<file path="src/design/modular_exponentiation_defines.svh">
// Assertion macros for the modular exponentiation block.
// Included by files that carry concurrent checks; depends on nothing.
`ifndef MODULAR_EXPONENTIATION_DEFINES_SVH
`define MODULAR_EXPONENTIATION_DEFINES_SVH

`ifndef SYNTHESIS
`define MME_ASSERT_SAME(lbl, ante, cons) \
  lbl: assert property (@(posedge clk) disable iff (!rst_n) (ante) |-> (cons)) \
    else $error("same-cycle check failed");
`define MME_ASSERT_NEXT(lbl, ante, cons) \
  lbl: assert property (@(posedge clk) disable iff (!rst_n) (ante) |=> (cons)) \
    else $error("next-cycle check failed");
`else
`define MME_ASSERT_SAME(lbl, ante, cons)
`define MME_ASSERT_NEXT(lbl, ante, cons)
`endif

`endif

</file>
<file path="src/design/mme_pkg.sv">
// Shared constants and types for the modular exponentiation block.
// No dependencies.
package mme_pkg;

  localparam int FIELD_W   = 32;              // width of every payload field
  localparam int WIDTH     = 32;              // operand width, 8..32
  localparam int CNT_W     = $clog2(WIDTH);
  localparam int CFG_IDX_W = 1;

  typedef enum logic [CFG_IDX_W-1:0] {
    REG_MODULUS  = 1'b0,
    REG_EXPONENT = 1'b1
  } cfg_reg_t;

  typedef enum logic [2:0] {
    ST_IDLE,
    ST_SQ_START,
    ST_SQ,
    ST_SQ_END,
    ST_MUL,
    ST_MUL_END,
    ST_DONE
  } state_t;

  typedef struct packed {
    logic load;
    logic start_sq;
    logic start_mul;
    logic step;
    logic commit;
    logic exp_shift;
    logic out_load;
  } dp_cmd_t;

  typedef struct packed {
    logic mod_zero;
    logic exp_msb;
  } dp_stat_t;

endpackage

</file>
<file path="src/design/mme_stream_if.sv">
// Request channel interfaces for the base input and the result output.
// Depends on mme_pkg.
interface mme_in_if;
  logic                        valid;
  logic                        ready;
  logic [mme_pkg::FIELD_W-1:0] base_value;

  modport source (output valid, output base_value, input ready);
  modport sink   (input valid, input base_value, output ready);
endinterface

interface mme_out_if;
  logic                        valid;
  logic                        ready;
  logic [mme_pkg::FIELD_W-1:0] power_result;
  logic                        bad_modulus;

  modport source (output valid, output power_result, output bad_modulus, input ready);
  modport sink   (input valid, input power_result, input bad_modulus, output ready);
endinterface

</file>
<file path="src/design/modular_exponentiation.sv">
// Channel    Dir  Payload                         Handshake
// in_ch      in   base_value[31:0]                valid/ready
// out_ch     out  power_result[31:0], bad_modulus valid/ready
// cfg_*      in   cfg_index selects modulus/exp   cfg_we, no wait
//
// One base at a time. Every exponent bit costs a squaring (ST_SQ_START, ST_SQ, ST_SQ_END)
// and a one bit a further multiply (ST_MUL, ST_MUL_END), each a pass of the bit-serial
// modular multiplier over all operand bits. A zero modulus goes straight to ST_DONE.
// rst_n is synchronous and clears the keys.
// A finished result sits in the output register while the next base is taken.
// Top level: configuration registers, controller and datapath.
// Depends on mme_pkg, mme_stream_if, mme_ctrl, mme_datapath, defines header.
`include "modular_exponentiation_defines.svh"

module modular_exponentiation (
  input  logic                          clk,
  input  logic                          rst_n,
  mme_in_if.sink                        in_ch,
  mme_out_if.source                     out_ch,
  input  logic                          cfg_we,
  input  logic [mme_pkg::CFG_IDX_W-1:0] cfg_index,
  input  logic [mme_pkg::FIELD_W-1:0]   cfg_wdata
);

  logic [mme_pkg::FIELD_W-1:0] modulus_r, exponent_r;
  mme_pkg::dp_cmd_t  cmd;
  mme_pkg::dp_stat_t stat;

  always_ff @(posedge clk) begin
    if (!rst_n) begin
      modulus_r  <= '0;
      exponent_r <= '0;
    end else if (cfg_we) begin
      if (cfg_index == mme_pkg::REG_MODULUS) begin
        modulus_r <= cfg_wdata;
      end
      if (cfg_index == mme_pkg::REG_EXPONENT) begin
        exponent_r <= cfg_wdata;
      end
    end
  end

  mme_ctrl u_ctrl (
    .clk       (clk),
    .rst_n     (rst_n),
    .in_valid  (in_ch.valid),
    .in_ready  (in_ch.ready),
    .out_valid (out_ch.valid),
    .out_ready (out_ch.ready),
    .stat      (stat),
    .cmd       (cmd)
  );

  mme_datapath u_dp (
    .clk       (clk),
    .cmd       (cmd),
    .stat      (stat),
    .mod_key   (modulus_r),
    .exp_key   (exponent_r),
    .base_in   (in_ch.base_value),
    .out_power (out_ch.power_result),
    .out_bad   (out_ch.bad_modulus)
  );

  `MME_ASSERT_NEXT(a_busy_after_req, in_ch.valid && in_ch.ready, !in_ch.ready)
  `MME_ASSERT_SAME(a_bad_gives_zero, out_ch.valid && out_ch.bad_modulus, out_ch.power_result == '0)
  `MME_ASSERT_SAME(a_result_after_work, $rose(out_ch.valid), !$past(in_ch.ready))
  `MME_ASSERT_SAME(a_load_only_idle, cmd.load, in_ch.ready && in_ch.valid)

endmodule

</file>
<file path="src/design/mme_datapath.sv">
// Datapath: operand registers and a bit-serial interleaved modular multiplier.
// Depends on mme_pkg; driven by mme_ctrl through dp_cmd_t.
module mme_datapath (
  input  logic                        clk,
  input  mme_pkg::dp_cmd_t            cmd,
  output mme_pkg::dp_stat_t           stat,
  input  logic [mme_pkg::FIELD_W-1:0] mod_key,
  input  logic [mme_pkg::FIELD_W-1:0] exp_key,
  input  logic [mme_pkg::FIELD_W-1:0] base_in,
  output logic [mme_pkg::FIELD_W-1:0] out_power,
  output logic                        out_bad
);

  localparam int W  = mme_pkg::WIDTH;
  localparam int SW = mme_pkg::WIDTH + 2;

  logic [W-1:0]  mod_r, exp_r, base_r, acc_r, prod_r, mplr_r;
  logic          zero_r;
  logic [mme_pkg::FIELD_W-1:0] out_power_r;
  logic          out_bad_r;

  logic [W-1:0]  mod_key_w;
  logic [SW-1:0] sum, m1, m2, red;

  assign mod_key_w = mod_key[W-1:0];

  // One multiplier bit per cycle: r = (2r + bit*acc) mod m, with r, acc < m.
  always_comb begin
    sum = {1'b0, prod_r, 1'b0} + (mplr_r[W-1] ? SW'(acc_r) : '0);
    m1  = SW'(mod_r);
    m2  = {1'b0, mod_r, 1'b0};
    if (sum >= m2) begin
      red = sum - m2;
    end else if (sum >= m1) begin
      red = sum - m1;
    end else begin
      red = sum;
    end
  end

  always_ff @(posedge clk) begin
    if (cmd.load) begin
      mod_r  <= mod_key_w;
      exp_r  <= exp_key[W-1:0];
      base_r <= base_in[W-1:0];
      acc_r  <= (mod_key_w == W'(1)) ? '0 : W'(1);  // 1 mod m
      zero_r <= (mod_key_w == '0);
    end
    if (cmd.start_sq) begin
      mplr_r <= acc_r;
      prod_r <= '0;
    end
    if (cmd.start_mul) begin
      mplr_r <= base_r;
      prod_r <= '0;
    end
    if (cmd.step) begin
      prod_r <= red[W-1:0];
      mplr_r <= mplr_r << 1;
    end
    if (cmd.commit) begin
      acc_r <= prod_r;
    end
    if (cmd.exp_shift) begin
      exp_r <= exp_r << 1;
    end
    if (cmd.out_load) begin
      out_power_r <= zero_r ? '0 : mme_pkg::FIELD_W'(acc_r);
      out_bad_r   <= zero_r;
    end
  end

  assign stat.mod_zero = (mod_key_w == '0);
  assign stat.exp_msb  = exp_r[W-1];
  assign out_power     = out_power_r;
  assign out_bad       = out_bad_r;

endmodule

</file>
<file path="src/design/mme_ctrl.sv">
// Controller FSM: sequences squarings and multiplications over the exponent bits.
// Depends on mme_pkg; commands mme_datapath.
module mme_ctrl (
  input  logic                clk,
  input  logic                rst_n,
  input  logic                in_valid,
  output logic                in_ready,
  output logic                out_valid,
  input  logic                out_ready,
  input  mme_pkg::dp_stat_t   stat,
  output mme_pkg::dp_cmd_t    cmd
);

  localparam int CW = mme_pkg::CNT_W;

  mme_pkg::state_t state_r, state_nxt;
  logic [CW-1:0]   cnt_r, cnt_nxt;
  logic [CW-1:0]   ebit_r, ebit_nxt;
  logic            out_valid_r, out_valid_nxt;

  always_ff @(posedge clk) begin
    if (!rst_n) begin
      state_r     <= mme_pkg::ST_IDLE;
      cnt_r       <= '0;
      ebit_r      <= '0;
      out_valid_r <= 1'b0;
    end else begin
      state_r     <= state_nxt;
      cnt_r       <= cnt_nxt;
      ebit_r      <= ebit_nxt;
      out_valid_r <= out_valid_nxt;
    end
  end

  always_comb begin
    state_nxt     = state_r;
    cnt_nxt       = cnt_r;
    ebit_nxt      = ebit_r;
    out_valid_nxt = out_valid_r;
    cmd           = '0;
    if (out_valid_r && out_ready) begin
      out_valid_nxt = 1'b0;
    end
    unique case (state_r)
      mme_pkg::ST_IDLE: begin
        if (in_valid) begin
          cmd.load = 1'b1;
          ebit_nxt = '0;
          state_nxt = stat.mod_zero ? mme_pkg::ST_DONE : mme_pkg::ST_SQ_START;
        end
      end
      mme_pkg::ST_SQ_START: begin
        cmd.start_sq = 1'b1;
        cnt_nxt      = '0;
        state_nxt    = mme_pkg::ST_SQ;
      end
      mme_pkg::ST_SQ: begin
        cmd.step = 1'b1;
        cnt_nxt  = cnt_r + 1'b1;
        if (cnt_r == CW'(mme_pkg::WIDTH - 1)) begin
          state_nxt = mme_pkg::ST_SQ_END;
        end
      end
      mme_pkg::ST_SQ_END: begin
        cmd.commit = 1'b1;
        if (stat.exp_msb) begin
          cmd.start_mul = 1'b1;
          cnt_nxt       = '0;
          state_nxt     = mme_pkg::ST_MUL;
        end else begin
          cmd.exp_shift = 1'b1;
          ebit_nxt      = ebit_r + 1'b1;
          state_nxt     = (ebit_r == CW'(mme_pkg::WIDTH - 1)) ? mme_pkg::ST_DONE
                                                                : mme_pkg::ST_SQ_START;
        end
      end
      mme_pkg::ST_MUL: begin
        cmd.step = 1'b1;
        cnt_nxt  = cnt_r + 1'b1;
        if (cnt_r == CW'(mme_pkg::WIDTH - 1)) begin
          state_nxt = mme_pkg::ST_MUL_END;
        end
      end
      mme_pkg::ST_MUL_END: begin
        cmd.commit    = 1'b1;
        cmd.exp_shift = 1'b1;
        ebit_nxt      = ebit_r + 1'b1;
        state_nxt     = (ebit_r == CW'(mme_pkg::WIDTH - 1)) ? mme_pkg::ST_DONE
                                                              : mme_pkg::ST_SQ_START;
      end
      mme_pkg::ST_DONE: begin
        // wait for the output slot to free up
        if (!out_valid_r || out_ready) begin
          cmd.out_load  = 1'b1;
          out_valid_nxt = 1'b1;
          state_nxt     = mme_pkg::ST_IDLE;
        end
      end
      default: begin
        state_nxt = mme_pkg::ST_IDLE;
      end
    endcase
  end

  assign in_ready  = (state_r == mme_pkg::ST_IDLE);
  assign out_valid = out_valid_r;

endmodule
</file>
<file path="src/flat_wrapper.sv">
// flat-port wrapper written by rule: the top's interface ports become plain ports
module modular_exponentiation_flat 
  (clk, rst_n, cfg_we, cfg_index, cfg_wdata, in_ch_valid, in_ch_base_value, in_ch_ready, out_ch_valid, out_ch_power_result, out_ch_bad_modulus, out_ch_ready);
  mme_in_if in_ch_i ();
  mme_out_if out_ch_i ();
  input  logic clk;
  input  logic rst_n;
  input  logic cfg_we;
  input  logic [mme_pkg::CFG_IDX_W-1:0] cfg_index;
  input  logic [mme_pkg::FIELD_W-1:0] cfg_wdata;
  input wire logic [$bits(in_ch_i.valid)-1:0] in_ch_valid;
  input wire logic [$bits(in_ch_i.base_value)-1:0] in_ch_base_value;
  output wire logic [$bits(in_ch_i.ready)-1:0] in_ch_ready;
  output wire logic [$bits(out_ch_i.valid)-1:0] out_ch_valid;
  output wire logic [$bits(out_ch_i.power_result)-1:0] out_ch_power_result;
  output wire logic [$bits(out_ch_i.bad_modulus)-1:0] out_ch_bad_modulus;
  input wire logic [$bits(out_ch_i.ready)-1:0] out_ch_ready;
  assign in_ch_i.valid = in_ch_valid;
  assign in_ch_i.base_value = in_ch_base_value;
  assign in_ch_ready = in_ch_i.ready;
  assign out_ch_valid = out_ch_i.valid;
  assign out_ch_power_result = out_ch_i.power_result;
  assign out_ch_bad_modulus = out_ch_i.bad_modulus;
  assign out_ch_i.ready = out_ch_ready;
  modular_exponentiation u_core (.clk(clk), .rst_n(rst_n), .in_ch(in_ch_i), .out_ch(out_ch_i), .cfg_we(cfg_we), .cfg_index(cfg_index), .cfg_wdata(cfg_wdata));
endmodule
</file>
<file path="config.mk">
export PLATFORM = sky130hd
export DESIGN_NAME = modular_exponentiation_flat
export DESIGN_NICKNAME = d
export VERILOG_FILES = /design/src/design/mme_pkg.sv /design/src/design/mme_stream_if.sv /design/src/design/modular_exponentiation.sv /design/src/design/mme_datapath.sv /design/src/design/mme_ctrl.sv /design/src/flat_wrapper.sv
export VERILOG_INCLUDE_DIRS = /design/src /design/src/design
export SDC_FILE = /design/constraint.sdc
export NUM_CORES = 1
export LEC_CHECK = 0
export BUFFER_PORTS_ARGS = -buffer_cell sky130_fd_sc_hd__buf_4
export CAP_MARGIN = 30
export CORE_MARGIN = 3
export CORE_UTILIZATION = 36
export CTS_BUF_LIST = sky130_fd_sc_hd__clkbuf_8
export DETAILED_ROUTE_END_ITERATION = 10
export GPL_TIMING_DRIVEN = 0
export PLACE_DENSITY_LB_ADDON = 0.05
export SLEW_MARGIN = 40
export SYNTH_ARGS = -nofsm -noshare
export SYNTH_HDL_FRONTEND = slang
export SYNTH_SLANG_ARGS = --single-unit
</file>
<file path="constraint.sdc">
create_clock -name clk -period 6.8 [get_ports clk]
set_input_delay 0.68 -clock clk [delete_from_list [all_inputs] [get_ports clk]]
set_output_delay 0.68 -clock clk [all_outputs]
set_load 0.03 [all_outputs]
</file>
==> results.md <==
* CTS sink count at 304
* Tmin final at 6.31 ns
* Critical Path Sink Type: flop
* CP cell instances: clkbuf_1, and2_1, ha_1, a2111oi_0, o21ai_0, nand4b_1, nand3b_1, a221o_1, a21oi_1, xnor2_1, ha_1, clkbuf_1, a21o_1, nor3_1, a211oi_1, o21a_1, a2111oi_1, o41ai_1, a21oi_1, xnor2_1, o21ai_0, a311oi_2
* Netlist cell types at 86
* DPL Wire Length at 35.6 mm
* Required @ worst endpoint at 7.25 ns
* Synth Area in Simple Gates at between 10 and 15%
* Worst Hold Class: in -> reg
* Share of layout cells above drive strength 1 at 12.7%
* Vias in the first global route at between 10000 and 15000
* # IOs at 105
* Final setup fails at 0
* Total die area at 50300 um^2
* Crit path DAT at 6.77 ns
* CTS tree: built
* Synth Warn # at 0
* Critical path buffer and inverter count at 2
* R2r worst-path depth at 22
* Final TNS setup at 0 ns
* Slew Limit Fails at 0
* Setup crit start: u_core.u_dp.mplr_r[31]
* Final period util at 92.9%
* Post-Syn Nets at 1829
* Crit path kind: reg -> reg
* Most common cell after layout, fill and taps aside: nand2_1
* Run status: finished clean
* Clock latency on the worst-skew pair at 0.64 ns
* Worst-path maximum fanout at 10
* Port Buffers at about 100
* Slowest CP cell: a2111oi_1
* Yosys top cell by area: edfxtp_1
* Final net count at 1995
* Adder-Cell Fraction of Synth Area at 7.57%
* XOR/XNOR share of the synthesized area at 4.59%
* DIE HEIGHT at 224 um
* R2R Path End: u_core.u_dp.prod_r[31]
* Core ar. at 46900 um^2
* Ys async rst share at 0%
* Final hold viol count at 0
* Final WL at 45.6 mm
* Initial Utilization at 36.6%
* Flops & latches, synth at 304
* Post-CTS sizing at 0
* Worst slew margin at 46.1%
* Clock root buffer master: clkbuf_8
* Antenna cells at 0
* Mux contribution to synthesized area at 3.61%
* Mean post-synth cell area at 10.4 um^2
* GR Overflow Total at 0
* Maximum clock frequency at around 160 MHz
* Post-DRT Antenna Nets at 0
* Post-synth top area share at 39.2%
* CP Launch Type: flop
* Total GRT Usage at 18.1%
* Die width at 224 um
* Termination of the worst setup path: u_core.u_dp.prod_r[31]
* Largest net degree at the start of global routing at 39
* First-pass iteration count of the detailed router at 5
* R2R Path Start: u_core.u_dp.mplr_r[31]
* RSZ-0062 raised after global routing: no
* Total CTS buffers at 54
* Most frequent cells in the layout: nand2_1 (230), edfxtp_1 (224), buf_4 (105), ha_1 (99), a21oi_1 (84)
* Cells after synthesis at 1657
* Critical path depth at 22
* Largest family of logic cells by synthesized area: compound AO/OA/AOI/OAI gates
* Worst-path clk slew at ~0.07 ns
* Post-synth EDFFs at 224
* Via Count at about 13000
* Synth Cell Area at 17200 um^2
* Crit path largest cell delay at 0.65 ns
* Clock Path Buffers at 3
* FP Rows at about 80
* Reg2Reg Setup Slack at 0.49 ns
* Area contributors post-synth: edfxtp_1 (39%), dfxtp_1 (9.3%), ha_1 (7.2%)
* Register area share after synthesis at between 40% and 50%
* Post-CTS Setup Bufs at 0
* Slew @ Worst Pin at 0.809 ns
* DR DRC count at 0
* Wire length of the first global-routing pass at a little over 70 mm
* Top FF cell, synth: edfxtp_1
* Crit path max-delay family: compound AO/OA/AOI/OAI gates
* DR vias/cell at 5.11
* Antenna violations before repair at 0
* RD Place Congestion at 0.871
* Area Growth Syn to Fin at 16.6%
* Compound-Gate Fraction of Synth Area at 17.8%
* Avg WL per Cell at 18.4 um
* Hold Buf Count CTS at 0
* Clock skew at 0.0420 ns
* Max cap viols at 0
* H-tree depth at 2
* DR iter-0 viols at 745
[per-layer routing]
metal	up-vias	GRT usage, %	wire [um]
li1	6420	-	-
met1	5900	24.6	21500
met2	257	30.0	21100
met3	66	2.85	1820
met4	0	5.60	1110
met5	-	0	0
[per-stage QoR]
| step | cells | setup slack (ns) | area (um^2) | utilization, % | hold WS [ns] |
|---|---|---|---|---|---|
| floorplan | 1657 | 1.64 | 17200 | - | 0.430 |
| global placement | 2367 | 0.316 | 18700 | 39.9 | 0.441 |
| detailed placement | 2374 | 0.259 | 18800 | 40.1 | 0.445 |
| CTS | 2476 | 0.230 | 20000 | 42.7 | 0.137 |
| global route | 2476 | 0.0157 | 20000 | 42.7 | 0.163 |
| finish | 2476 | 0.485 | 20000 | 42.7 | 0.220 |
[cell type report]
cell class / count / area (um^2)
buffer: 75 / 330
clock buffer: 61 / 840
clock inverter: 41 / 368
fill: 4697 / 26800
inverter: 61 / 229
multi-input combinational: 1217 / 8310
sequential: 304 / 8330
tap: 607 / 759
timing repair buffer: 110 / 856
[Yosys cell counts (10+ instances only)]
| cell type | n |
|---|---|
| a211oi_1 | 10 |
| a21boi_0 | 68 |
| a21o_1 | 37 |
| a21oi_1 | 84 |
| a22o_1 | 31 |
| a31oi_1 | 20 |
| and2_1 | 38 |
| and3_1 | 37 |
| clkbuf_1 | 64 |
| dfxtp_1 | 80 |
| edfxtp_1 | 224 |
| ha_1 | 99 |
| inv_1 | 60 |
| mux2i_1 | 62 |
| nand2_1 | 232 |
| nand2b_1 | 10 |
| nand3_1 | 22 |
| nand4_1 | 16 |
| nor2_1 | 67 |
| nor2b_1 | 45 |
| nor3_1 | 15 |
| o21a_1 | 14 |
| o21ai_0 | 83 |
| o21bai_1 | 11 |
| o22ai_1 | 16 |
| xnor2_1 | 60 |
| xor2_1 | 30 |
[logic make-up (layout without fill, tap and decap cells)]
group,Yosys count,in the layout
simple gates,524,524
fa+ha+maj,102,102
mux,62,62
compound gates,439,439
xor+xnor,90,90
flops,304,304
buf+inv,136,348
[sequential cells by signal (all words and copies together), names as in the netlist, 32 cells and up]
name and count:
u_core.exponent_r 32, u_core.u_dp.out_power 32, u_core.u_dp.acc_r 32, u_core.u_dp.exp_r 32, u_core.u_dp.prod_r 32, u_core.u_dp.mplr_r 32, u_core.u_dp.mod_r 32, u_core.u_dp.base_r 32
u_core.modulus_r 32
[worst register-to-register path: cells and delay by family (launching register included)]
family	cells	cell delay, ns
AO/OA/AOI/OAI	12	3.40
XOR/XNOR	2	0.42
adder cells (fa/ha/maj)	2	0.63
buffers and inverters	2	0.41
flip-flops	1	0.49
AND/OR/NAND/NOR	4	0.76
[worst min-delay path by stage]
stage	start	end	slack (ns)	depth (start not counted)
3_5_place_dp	u_core.exponent_r[0]	u_core.u_dp.exp_r[0]	0.45	2
5_1_grt	in_ch_base_value[24]	u_core.u_dp.base_r[24]	0.16	1
3_3_place_gp	u_core.modulus_r[24]	u_core.u_dp.mod_r[24]	0.44	0
4_1_cts	in_ch_base_value[25]	u_core.u_dp.base_r[25]	0.14	1
2_1_floorplan	u_core.modulus_r[15]	u_core.u_dp.mod_r[15]	0.43	0
6_report	in_ch_base_value[25]	u_core.u_dp.base_r[25]	0.22	1
Power is not shown: default switching activity piles up to over one toggle a cycle in this logic, so the estimate is an artifact.
